`src/hdl/nps_pkg.sv`:
```
package nps_pkg;

  localparam int COORD_W = 16;
  localparam int NIDX_W  = 10;
  localparam int OP_W    = 2;

  localparam logic [OP_W-1:0] OP_CLEAR  = 2'd0;
  localparam logic [OP_W-1:0] OP_APPEND = 2'd1;
  localparam logic [OP_W-1:0] OP_QUERY  = 2'd2;
  localparam logic [OP_W-1:0] OP_UNUSED = 2'd3;

  // Depth of the command queue between the front and the search engine.
  localparam int CMD_DEPTH = 4;
  localparam int CMD_PTR_W = 2;

  typedef struct packed {
    logic [OP_W-1:0]           operation;
    logic signed [COORD_W-1:0] coord_x;
    logic signed [COORD_W-1:0] coord_y;
    logic signed [COORD_W-1:0] coord_z;
  } in_item_t;

  typedef struct packed {
    logic                      found;
    logic [NIDX_W-1:0]         nearest_index;
    logic signed [COORD_W-1:0] out_x;
    logic signed [COORD_W-1:0] out_y;
    logic signed [COORD_W-1:0] out_z;
    logic                      table_full;
  } out_item_t;

  typedef struct packed {
    logic signed [COORD_W-1:0] x;
    logic signed [COORD_W-1:0] y;
    logic signed [COORD_W-1:0] z;
  } vertex_t;

  typedef struct packed {
    logic [OP_W-1:0] op;
    vertex_t         pt;
  } cmd_t;

endpackage

```
`src/hdl/nps_front.sv`:
```
module nps_front (
  input  logic             clk,
  input  logic             rst_n,
  input  logic             push,
  output logic             full,
  input  nps_pkg::in_item_t in_data,
  output logic             cmd_valid,
  output nps_pkg::cmd_t    cmd,
  input  logic             cmd_pop
);

  nps_pkg::cmd_t                   q_mem [nps_pkg::CMD_DEPTH];
  logic [nps_pkg::CMD_PTR_W-1:0]   wr_ptr_r;
  logic [nps_pkg::CMD_PTR_W-1:0]   rd_ptr_r;
  logic [nps_pkg::CMD_PTR_W:0]     fill_r;
  logic                            accept;
  logic                            enq;
  logic                            deq;

  assign full      = (fill_r == (nps_pkg::CMD_PTR_W + 1)'(nps_pkg::CMD_DEPTH));
  assign accept    = push && !full;
  // The unused operation code is taken off the channel and dropped here.
  assign enq       = accept && (in_data.operation != nps_pkg::OP_UNUSED);
  assign cmd_valid = (fill_r != '0);
  assign deq       = cmd_pop && cmd_valid;
  assign cmd       = q_mem[rd_ptr_r];

  always_ff @(posedge clk) begin
    if (!rst_n) begin
      wr_ptr_r <= '0;
      rd_ptr_r <= '0;
      fill_r   <= '0;
    end else begin
      if (enq) begin
        wr_ptr_r <= wr_ptr_r + 1'b1;
      end
      if (deq) begin
        rd_ptr_r <= rd_ptr_r + 1'b1;
      end
      if (enq && !deq) begin
        fill_r <= fill_r + 1'b1;
      end else if (deq && !enq) begin
        fill_r <= fill_r - 1'b1;
      end
    end
  end

  always_ff @(posedge clk) begin
    if (enq) begin
      q_mem[wr_ptr_r] <= '{op: in_data.operation,
                           pt: '{x: in_data.coord_x, y: in_data.coord_y,
                                 z: in_data.coord_z}};
    end
  end

endmodule

```
`config.mk`:
```
export PLATFORM = sky130hd
export DESIGN_NAME = nps_front
export DESIGN_NICKNAME = d
export VERILOG_FILES = /design/src/hdl/nps_pkg.sv /design/src/hdl/nps_front.sv
export SDC_FILE = /design/constraint.sdc
export NUM_CORES = 1
export LEC_CHECK = 0
export BUFFER_PORTS_ARGS = -buffer_cell sky130_fd_sc_hd__buf_2
export CORE_MARGIN = 2
export CORE_UTILIZATION = 40
export DETAILED_ROUTE_END_ITERATION = 6
export PLACE_DENSITY = 0.65
export SETUP_SLACK_MARGIN = 0.02
export SKIP_LAST_GASP = 1
export SYNTH_ARGS = -nofsm -noshare
export SYNTH_HDL_FRONTEND = slang
export SYNTH_SLANG_ARGS = --single-unit
```
`constraint.sdc`:
```
create_clock -name clk -period 4.26 [get_ports clk]
set_clock_uncertainty 0.15 [all_clocks]
set_input_delay 0.852 -clock clk [delete_from_list [all_inputs] [get_ports clk]]
set_output_delay 0.852 -clock clk [all_outputs]
set_load 0.01 [all_outputs]
```
==> results_dict.tcl <==
set metrics [dict create \
    outcome "finished, final reports clean" \
    path_class "reg -> out" \
    area_delta_synth_final_pct 20.3 \
    n_antenna_cell 0 \
    clk_pin_slew_ns 0.06 \
    clock_path_buffers 3 \
    ctsResizeCount 0 \
    arrival_ns 2.32 \
    end_kind "output pin" \
    wl_mm 13.8 \
    postRouteAntennaNets 0 \
    tns_ns 0 \
    die_h_um 143 \
    hold_buffers 0 \
    track_usage_pct 13.8 \
    nets 497 \
    drive_gt1_share_pct 44.7 \
    p_leak_nw 3.11 \
    grt_max_degree 39 \
    syn_avg_cell_area_um2 24.9 \
    min_period_ns 3.32 \
    max_clock_freq_mhz 301 \
    worst-r2r-cell-count 8 \
    ys_top_cells_by_area "edfxtp_1, mux4_2, dfxtp_1" \
    holdWs_ns 0.364 \
    setup_viol 0 \
    r2r_end "fill_r[2]" \
    via_per_inst 4.93 \
    gp_congestion 0.710 \
    cts_root_buffer "clkbuf_16" \
    r2r_slack_ns 1.70 \
    via_count 3503 \
    maxSlewViolCount 0 \
    critPathMaxFanout 28 \
    die_w_um 143 \
    power_density_nw_per_um2 588 \
    worst_skew_pair.late_latency_ns 0.49 \
    pin_count 106 \
    rows 50 \
    cts_tree "done" \
    syn_inst 310 \
    synth_fp_nets 370 \
    netlist_top_cells_count "edfxtp_1, mux4_2, dfxtp_1" \
    endpoint "cmd[28]" \
    ys_seq_area_share_pct 80.1 \
    drc 0 \
    start_util_pct 41.0 \
    fillers 1524 \
    antenna_found_initial 2 \
    cap_violations 0 \
    ys.flop_type "edfxtp_1" \
    final_cells 710 \
    dieArea_um2 20400 \
    hp-class "reg -> reg" \
    hp-start "wr_ptr_r[1]" \
    yosysTopAreaCell "edfxtp_1" \
    maxSlewHeadroom_pct 61.2 \
    yosysTopAreaCellShare_pct 77.8 \
    grt_pass1_vias 3859 \
    rsz0062_at_grt "false" \
    synth_cell_types 23 \
    syn-cell-area_um2 7720 \
    worst_pin_slew_ns 0.582 \
    async_flop_share_pct 0 \
    start_kind "register" \
    post-cts-setup-buffer-count 0 \
    numPortBuffers 105 \
    min_period_over_period_pct 77.9 \
    grt_overflow_total 0 \
    critPathRequiredTime_ns 3.26 \
    dr.pass1.iters 4 \
    place_inst 672 \
    yosys_warnings 0 \
    synth-seq-cells 209 \
    reg2reg_from "fill_r[0]" \
    yosys.cell_count.top_type "edfxtp_1" \
    dp_hpwl_mm 8.33 \
    ir_drop_mv 0.361 \
    cts_made_buffers 23 \
    grt_pass1_wl_mm 21.4 \
    core_um2 18800 \
    wl_per_cell_um 19.4 \
    hold_viol_final 0 \
    cts_max_level 1 \
    drt_iter0_markers 180 \
    synth_edf_count 200 \
    cts_sinks 209 \
]
[state kept, by name (all words and copies together), names as in the netlist, named ones only]
| signal | flops |
|---|---|
| rd_ptr_r | 2 |
| fill_r | 3 |
| wr_ptr_r | 2 |
| q_mem | 200 |
[worst max-delay path: stages, from the launching register on]
cell and delay [ns]:
dfxtp_4 0.73, buf_4 0.37, mux4_2 0.55, buf_2 0.16
[where the power goes]
| group | total [mW] | leakage [nW] | internal (mW) | switching, mW |
|---|---|---|---|---|
| sequential | 2.56 | 1.90 | 2.43 | 0.124 |
| combinational | 1.09 | 0.879 | 0.567 | 0.526 |
| clock | 1.81 | 0.335 | 1.10 | 0.713 |
[worst min-delay path by stage]
| stage | to | slack (ns) | cells past startpoint |
|---|---|---|---|
| final | wr_ptr_r[1] | 0.36 | 2 |
| after CTS | wr_ptr_r[1] | 0.37 | 2 |
| after global placement | wr_ptr_r[1] | 0.33 | 2 |
| after floorplan | wr_ptr_r[1] | 0.32 | 2 |
| after detailed placement | wr_ptr_r[1] | 0.36 | 2 |
| after global routing | wr_ptr_r[1] | 0.39 | 2 |
[stage by stage]
| step | area, um2 | utilization, % | power [mW] | setup WS (ns) |
|---|---|---|---|---|
| 6_report | 9290 | 49.3 | 5.46 | 0.943 |
| 5_1_grt | 9290 | 49.3 | 5.72 | 0.744 |
| 4_1_cts | 9290 | 49.3 | 5.55 | 0.831 |
| 3_5_place_dp | 8600 | 45.7 | 3.73 | 1.28 |
| 3_3_place_gp | 8600 | 45.7 | 3.71 | 1.34 |
| 2_1_floorplan | 7720 | - | 3.33 | 1.26 |
[layer usage]
| metal | vias up | share of wire, % | GRT usage [%] |
|---|---|---|---|
| met1 | 1822 | 41 | 17.7 |
| li1 | 1556 | - | - |
| met2 | 93 | 51 | 23.1 |
| met4 | 4 | 2.4 | 4.95 |
| met5 | - | 0.15 | 0 |
| met3 | 28 | 5.7 | 3.52 |
[cell type report]
type | instances | area [um2] | share of cell area (%)
multi-input combinational | 84 | 1430 | 15.4
tap | 260 | 325 | 3.50
clock buffer | 28 | 594 | 6.40
inverter | 4 | 15.0 | 0.162
clock inverter | 10 | 92.6 | 0.997
timing repair buffer | 115 | 638 | 6.87
sequential | 209 | 6190 | 66.7
[cells by family after synthesis]
logic type                 share of synthesized area, %
muxes                                              15.0
AOI/OAI and AO/OA                                 0.697
DFF                                                80.1
buffers and inverters                              1.41
and+or+nand+nor                                    1.25
adders and majority gates                          1.07
xor gates and xnor gates                          0.454
[cells in the final DEF (no fill, tap or decap), drive strengths merged]
cell type / count
inv: 4
nand2: 4
clkbuf: 28
or3: 2
bufinv: 2
o31ai: 1
and2: 8
mux2i: 3
nor3b: 1
clkinv: 8
fa: 1
a21boi: 1
nor2b: 1
ha: 5
mux4: 50
edfxtp: 200
o21ai: 1
o311ai: 1
xor2: 1
a211oi: 1
xnor2: 3
buf: 115
dfxtp: 9
Note: power is estimated with default switching activity, not from simulation.
