## config.mk

```make
export PLATFORM = sky130hd
export DESIGN_NAME = nps_result_buf
export DESIGN_NICKNAME = d
export VERILOG_FILES = /design/src/hdl/nps_pkg.sv /design/src/hdl/nps_result_buf.sv
export SDC_FILE = /design/constraint.sdc
export NUM_CORES = 1
export LEC_CHECK = 0
export ABC_AREA = 1
export BUFFER_PORTS_ARGS = -buffer_cell sky130_fd_sc_hd__buf_2
export CORE_MARGIN = 2
export CORE_UTILIZATION = 50
export DETAILED_ROUTE_END_ITERATION = 7
export MAX_ROUTING_LAYER = met4
export PLACE_DENSITY = 0.84
export SLEW_MARGIN = 20
export SYNTH_ARGS = -nofsm -noshare
export SYNTH_HDL_FRONTEND = slang
export SYNTH_SLANG_ARGS = --single-unit
```

## constraint.sdc

```tcl
create_clock -name clk -period 4.2 [get_ports clk]
set_input_delay 0.21 -clock clk [delete_from_list [all_inputs] [get_ports clk]]
set_output_delay 0.21 -clock clk [all_outputs]
set_load 0.1 [all_outputs]
```

## src/hdl/nps_pkg.sv

```systemverilog
package nps_pkg;

  localparam int COORD_W = 16;
  localparam int NIDX_W  = 10;
  localparam int OP_W    = 2;

  localparam logic [OP_W-1:0] OP_CLEAR  = 2'd0;
  localparam logic [OP_W-1:0] OP_APPEND = 2'd1;
  localparam logic [OP_W-1:0] OP_QUERY  = 2'd2;
  localparam logic [OP_W-1:0] OP_UNUSED = 2'd3;

  // Depth of the command queue between the front and the search engine.
  localparam int CMD_DEPTH = 4;
  localparam int CMD_PTR_W = 2;

  typedef struct packed {
    logic [OP_W-1:0]           operation;
    logic signed [COORD_W-1:0] coord_x;
    logic signed [COORD_W-1:0] coord_y;
    logic signed [COORD_W-1:0] coord_z;
  } in_item_t;

  typedef struct packed {
    logic                      found;
    logic [NIDX_W-1:0]         nearest_index;
    logic signed [COORD_W-1:0] out_x;
    logic signed [COORD_W-1:0] out_y;
    logic signed [COORD_W-1:0] out_z;
    logic                      table_full;
  } out_item_t;

  typedef struct packed {
    logic signed [COORD_W-1:0] x;
    logic signed [COORD_W-1:0] y;
    logic signed [COORD_W-1:0] z;
  } vertex_t;

  typedef struct packed {
    logic [OP_W-1:0] op;
    vertex_t         pt;
  } cmd_t;

endpackage

```

## src/hdl/nps_result_buf.sv

```systemverilog
module nps_result_buf (
  input  logic               clk,
  input  logic               rst_n,
  input  logic               res_push,
  input  nps_pkg::out_item_t res_data,
  output logic               res_full,
  output logic               empty,
  input  logic               pop,
  output nps_pkg::out_item_t out_data
);

  nps_pkg::out_item_t slot_r [2];
  logic               wr_ptr_r;
  logic               rd_ptr_r;
  logic [1:0]         fill_r;
  logic               enq;
  logic               deq;

  assign res_full = (fill_r == 2'd2);
  assign empty    = (fill_r == 2'd0);
  assign enq      = res_push && !res_full;
  assign deq      = pop && !empty;
  assign out_data = slot_r[rd_ptr_r];

  always_ff @(posedge clk) begin
    if (!rst_n) begin
      wr_ptr_r <= 1'b0;
      rd_ptr_r <= 1'b0;
      fill_r   <= 2'd0;
    end else begin
      if (enq) begin
        wr_ptr_r <= !wr_ptr_r;
      end
      if (deq) begin
        rd_ptr_r <= !rd_ptr_r;
      end
      if (enq && !deq) begin
        fill_r <= fill_r + 1'b1;
      end else if (deq && !enq) begin
        fill_r <= fill_r - 1'b1;
      end
    end
  end

  always_ff @(posedge clk) begin
    if (enq) begin
      slot_r[wr_ptr_r] <= res_data;
    end
  end

endmodule

```

==> results of run 1 <==
## routing by layer
layer | wire (um) | GRT usage | vias to the layer above
met3 | 389 | 0.05085 | 12
met2 | 5053 | 0.3193 | 91
li1 | - | - | 1274
met4 | 98 | 0.07895 | 0
met1 | 3506 | 0.1905 | 1310
met5 | 0 | - | -
## worst reg2reg max path: cells and delay by family, from the launching register on
kind	cells	cell delay (ns)
and+or+nand+nor	1	0.69
buffers and inverters	2	0.66
DFF	1	0.33
AOI/OAI and AO/OA	1	0.12
## worst max path at each step
stage | start | endpoint | slack (ns) | cells after the start
6_report | register | out_data[17] | 1.53 | 3
5_1_grt | register | out_data[35] | 1.40 | 3
4_1_cts | register | out_data[9] | 1.46 | 3
3_5_place_dp | register | out_data[9] | 2.01 | 3
3_3_place_gp | register | out_data[17] | 2.02 | 3
2_1_floorplan | fill_r[0] | slot_r[0][0] | 0.73 | 2
## power by group
| part | internal, mW | total, mW | switching, mW |
|---|---|---|---|
| Combinational | 0.476 | 2.06 | 1.58 |
| Sequential | 1.58 | 1.71 | 0.130 |
| Clock | 0.841 | 1.31 | 0.472 |
| Total | 2.90 | 5.08 | 2.19 |
## metrics by stage
stage / total power, mW / instance area (um^2)
floorplan: 3.550 / 4881
global placement: 3.716 / 5583
detailed placement: 3.749 / 5583
CTS: 5.113 / 6740
global route: 5.256 / 6740
finish: 5.085 / 6740
## final cells by class
cell class | count | area, um^2 | area share
clock buffer | 25 | 484.2 | 0.07184
clock inverter | 6 | 62.56 | 0.009282
inverter | 9 | 33.78 | 0.005012
multi-input combinational | 84 | 1027 | 0.1524
sequential | 125 | 3707 | 0.5500
tap | 133 | 166.4 | 0.02469
timing repair buffer | 189 | 1259 | 0.1867
## sequential cells by signal, summed over array words and instances (netlist names), named ones only
register,cells
slot_r,120
fill_r,2
rd_ptr_r,1
wr_ptr_r,1
## kinds of logic (layout without fill, tap and decap cells)
group           count (synthesis)  after routing  share of synthesized area
flops                         125            125                     0.7588
mux                            60             60                     0.1846
simple gates                   19             19                    0.01538
buf+inv                        16            229                    0.03384
compound gates                  4              4                   0.004870
fa+ha+maj                       1              1                   0.002563
## cells in the final DEF (no fill, tap or decap)
cell type,Yosys,routed
nand2_1,6,6
dfxtp_4,0,1
dlygate4sd3_1,0,61
o21ai_2,1,1
nand4_1,1,1
ha_1,1,1
nor2_4,0,2
clkbuf_1,0,4
edfxtp_1,120,120
inv_1,9,9
o21ai_0,2,2
dfxtp_1,5,4
nand3_1,1,1
buf_2,0,125
clkbuf_16,0,16
bufinv_16,0,1
clkbuf_8,0,5
mux2_4,60,60
clkinvlp_4,0,3
nor2_1,11,9
buf_4,0,3
clkinv_2,0,2
a21oi_1,1,1
## repair_timing
action | CTS | global route
endpoints found under the setup margin | 0 | 0
hold endpoints to repair | 125 | 0
hold buffers | 61 | 0
resized for setup | 0 | 0
buffers inserted | 0 | 0
==> reports/summary.txt, run 1 <==
Status - complete, no violations
Worst EP required - 3.99 ns
Mapped cell area - 4881 um^2
R2R Path Start - fill_r[1]
First-pass GRT wire length - 13.32 mm
Worst reg2reg setup slack - 2.03 ns
Vias in the first global route - 2789
Hold-critical path depth - 5
Worst EP arrival - 2.46 ns
VDD IR max - 700.4 uV
Period minus WS final - 2.673 ns
Setup_tns - 0 ns
Initial Util - 0.5064
Family with the most delay on the worst path - flip-flops
Clock Sinks - 125
Tightest Pin Transition - 0.9799 ns
Dpl hpwl - 4.972 mm
GRT Util Overall - 0.1814
Reg-to-Reg End - slot_r[0][29]
Syn Nets - 290
CTS Buf Count - 17
Vias - 2687
RD Place Congestion - 0.6932
Worst R2R Path Depth - 4
Skew-Pair Late Insertion Delay - 0.50 ns
Hold Path Origin - pop
Max Fanout on Critical Path - 52
CP Cell Sequence - buf_4 -> mux2_4 -> buf_2
Largest net degree at the start of global routing - 61
Final core occ - 0.6992
Initial antenna violation count - 0
DRC - 0
Max Slew Vio Count - 0
Initial DRC count - 74
Pwr dens - 754.4 nW/um^2
Critical Path End Type - output port
Commonest register cell after synthesis - edfxtp_1
Most frequent cell after synthesis - edfxtp_1
Distinct cells, synth - 14
Die W - 102.8 um
Root Driver - clkbuf_8
Mapped Cells - 225
Max-cap violation count - 0
CTS tree - done
Fin. Hold Viols - 0
Slew HR - 0.3468
Async SR Flop Fraction - 0
Placed cells - 479
# rows - 36
Max incr delay on CP - 1.00 ns
# fillers - 647
Layout cell share with drive strength beyond 1 - 0.5000
Period utilization - 0.6365
Max Fclk - 374.1 MHz
WL per Instance - 15.84 um
Clock Tree Buf Depth - 2
# port buffers - 125
Seq/Total Area, Yosys - 0.7588
Nets@finish - 491
Total grt overflow - 0
Die area - 10570 um^2
RSZ-0062 raised after global routing - false
Worst clock skew - 0.005247 ns
Worst path bufs/invs - 2
Synth top area share - 0.7383
Core ar. - 9639 um^2
Post-Place Setup Slack - 2.006 ns
Pleak - 2.709 nW
Synth Warn # - 0
Top cell type by total area after synthesis - edfxtp_1
Number of synthesized flops with an enable pin - 120
Cell Count, Final, Fillers Out - 571
WL final - 9.047 mm
Synth top cells by count - 120 x edfxtp_1, 60 x mux2_4, 11 x nor2_1, 9 x inv_1
Avg Cell Area, Syn - 21.69 um^2
Remaining antenna violation count - 0
Synth area leaders - edfxtp_1 74%, mux2_4 18%, buf_12 2.5%
Hold/Removal Path Class - input port to register
Slowest CP cell - dfxtp_4
Crit Path Class - register to output port
H-Tree Depth - 4
1st-pass router iterations - 5
Final setup viols - 0
Area growth syn-to-layout - 38.09%
Via/cell ratio - 4.706
Startpoint types - register
Post-route worst setup slack - 1.527 ns
# diodes - 0
Die height - 102.8 um
I/O pins - 126
Yosys reg bits - 125
Hold slack - 0.1482 ns
Clock-pin slew on the worst setup and hold paths - 0.05 ns
Power figures use the tool's default switching activity.
==> run 2: changes to the inputs <==
--- a/config.mk
+++ b/config.mk
@@ -8,10 +8,10 @@
 export ABC_AREA = 1
 export BUFFER_PORTS_ARGS = -buffer_cell sky130_fd_sc_hd__buf_2
 export CORE_MARGIN = 2
-export CORE_UTILIZATION = 50
+export CORE_UTILIZATION = 47
 export DETAILED_ROUTE_END_ITERATION = 7
 export MAX_ROUTING_LAYER = met4
-export PLACE_DENSITY = 0.84
+export PLACE_DENSITY = 0.83
 export SLEW_MARGIN = 20
 export SYNTH_ARGS = -nofsm -noshare
 export SYNTH_HDL_FRONTEND = slang
==> constraint.sdc (replaced) <==
create_clock -name clk -period 2.45 [get_ports clk]
set_input_delay 0.1225 -clock clk [delete_from_list [all_inputs] [get_ports clk]]
set_output_delay 0.1225 -clock clk [all_outputs]
set_load 0.1 [all_outputs]
==> run 2 against run 1 <==
Clock skew increased by 0.0028 ns. Critical path depth unchanged. Global-route usage decreased by 1.1 points. Register-to-register slack worse by 1.2 ns. Largest cell class unchanged. Wire length down 4.6%.
==> reports/summary.txt, run 2 (same netlist as run 1, synthesis figures left out) <==
Period utilization - 0.8750
Nets@finish - 494 (+0.61%)
CP Depth - 3 (unchanged)
Hold-critical path depth - 5 (unchanged)
Sequential power share - 0.328 (-0.009)
Dpl hpwl - 5.327 mm (+7.1%)
Tightest Pin Transition - 0.5119 ns (-0.4679 ns)
# rows - 37 (+2.8%)
CP Cell Sequence - buf_12 -> mux2_4 -> buf_2
Slowest CP cell - dfxtp_4
Initial Util - 0.4792 (-0.02712)
Worst reg2reg setup slack - 0.84 ns (-1.19 ns)
Hold slack - 0.03362 ns (-0.1146 ns)
Comb power frac - 0.415 (+0.010)
Reg-to-Reg End - fill_r[1]
Die W - 105.9 um (+3.0%)
Most common cell after layout, fill and taps aside - buf_2
Slew HR - 0.6611 (+0.3143)
Total grt overflow - 0 (unchanged)
Max Slew Vio Count - 0 (unchanged)
Area growth syn-to-layout - 39.07%
Largest net degree at the start of global routing - 37 (-39%)
DRC - 0 (unchanged)
Vias - 2629 (-2.2%)
Status - complete, no violations
Hold/Removal Path Class - input port to register
WL final - 8.630 mm (-4.6%)
VDD IR max - 600.4 uV (-14%)
Max Fclk - 466.5 MHz
Post-route worst setup slack - 0.3064 ns (-1.221 ns)
Clk network pwr share - 0.257 (about the same)
Pleak - 2.727 nW (+0.67%)
R2R Path Start - fill_r[1]
H-Tree Depth - 4 (unchanged)
Root Driver - clkbuf_8
Clock Sinks - 125 (unchanged)
Layout cell share with drive strength beyond 1 - 0.5023 (+0.002262)
Critical Path End Type - output port
CTS tree - done
Core ar. - 10180 um^2 (+5.7%)
Largest reg by FF count - slot_r
Worst EP required - 2.33 ns (-1.66 ns)
First-pass GRT wire length - 13.74 mm (+3.1%)
Skew-Pair Late Insertion Delay - 0.51 ns (about the same)
Family with the most delay on the worst path - flip-flops
Worst EP arrival - 2.02 ns (-0.44 ns)
Clock-pin slew on the worst setup and hold paths - 0.05 ns (about the same)
# port buffers - 125 (unchanged)
Hold Path Origin - pop
RD Place Congestion - 0.6892 (-0.58%)
# diodes - 0 (unchanged)
I/O pins - 126 (unchanged)
Placed cells - 485 (+1.3%)
Period minus WS final - 2.144 ns
Pwr dens - 1284 nW/um^2 (+70%)
Die height - 105.9 um (+3.0%)
Power Internal - 4.967 mW (+71%)
GRT Util Overall - 0.1701 (-0.01135)
Max incr delay on CP - 0.63 ns (-0.37 ns)
Fin. Hold Viols - 0 (unchanged)
Biggest regs - slot_r (120), fill_r (2)
Vias in the first global route - 2880 (+3.3%)
1st-pass router iterations - 4 (-1)
Tot Pwr - 8.713 mW (+71%)
Max-cap violation count - 0 (unchanged)
Worst clock skew - 0.008026 ns (+0.002779 ns)
Crit Path Class - register to output port
CTS Buf Count - 17 (unchanged)
RSZ-0062 raised after global routing - false
Psw - 3.746 mW (+71%)
Max Fanout on Critical Path - 22 (-58%)
Worst R2R Path Depth - 9 (+5)
Commonest non-fill, non-tap cells in the layout - 125 x buf_2, 120 x edfxtp_1, 61 x dlygate4sd3_1, 60 x mux2_4, 16 x clkbuf_16
Clock Tree Buf Depth - 2 (unchanged)
Cell Count, Final, Fillers Out - 578 (+1.2%)
WL per Instance - 14.93 um (-5.8%)
Via/cell ratio - 4.548 (-3.3%)
Post-Place Setup Slack - 0.8049 ns (-1.201 ns)
Initial antenna violation count - 0 (unchanged)
Max FFs per register - 120 (unchanged)
Startpoint types - register
Post-CTS setup repair buffer count - 0 (unchanged)
Die area - 11220 um^2 (+6.1%)
Final setup viols - 0 (unchanged)
Initial DRC count - 113 (+53%)
Post_cts resized - 0 (unchanged)
Worst path bufs/invs - 2 (unchanged)
Remaining antenna violation count - 0 (unchanged)
Switch share - 0.4299 (about the same)
-- run 2: cell types whose count changed in the layout (fill, tap and decap cells not counted) --
cell / delta
nor2_2: +1
buf_12: +2
clkinv_1: +1
buf_4: +1
clkbuf_1: +1
nor2_1: -1
clkbuf_8: -1
-- run 2: final cells by class --
class	instances	area, um^2
multi-input combinational	84	1030
timing repair buffer	192	1306
fill	697	3397
sequential	125	3707
inverter	9	33.78
clock buffer	25	474.2
clock inverter	7	66.31
tap	136	170.2
-- run 2: worst register-to-register path: stages, from the launching register on --
cell	delay (ns)
dfxtp_1	0.37
inv_1	0.09
o21ai_2	0.29
inv_1	0.11
ha_1	0.33
inv_1	0.09
nand3_1	0.08
nand2_1	0.07
inv_1	0.04
nor2_1	0.08
-- run 2: how the worst max path moves through the flow --
stage / slack (ns) / to
after floorplan: -0.04 / slot_r[0][0]
after global placement: 0.82 / out_data[18]
after detailed placement: 0.80 / out_data[18]
after CTS: 0.25 / out_data[18]
after global routing: 0.22 / out_data[23]
final: 0.31 / out_data[23]
-- run 2: metal layers --
layer | GRT usage | share of wire
met2 | 0.2982 | 0.55
met5 | - | 0
met1 | 0.1774 | 0.39
met4 | 0.07895 | 0.016
met3 | 0.04844 | 0.046
-- run 2: through the flow --
step / utilization / TNS, ns / instance area (um^2)
finish: 0.6665 / 0 / 6788
global route: 0.6665 / 0 / 6788
CTS: 0.6665 / 0 / 6788
detailed placement: 0.5534 / 0 / 5637
global placement: 0.5534 / 0 / 5637
floorplan: - / -4.303 / 4888
-- run 2: power by group through the flow --
stage	registers, mW	logic [mW]	clock network, mW
CTS	2.86	3.64	2.29
global route	2.89	3.74	2.38
detailed placement	2.90	3.56	0
floorplan	2.82	3.26	0
finish	2.86	3.62	2.24
global placement	2.88	3.53	0
-- run 2: what timing repair did --
item                                   CTS  global route
setup endpoints to repair                0             0
hold buffers                            61             0
endpoints found under the hold margin  125             0
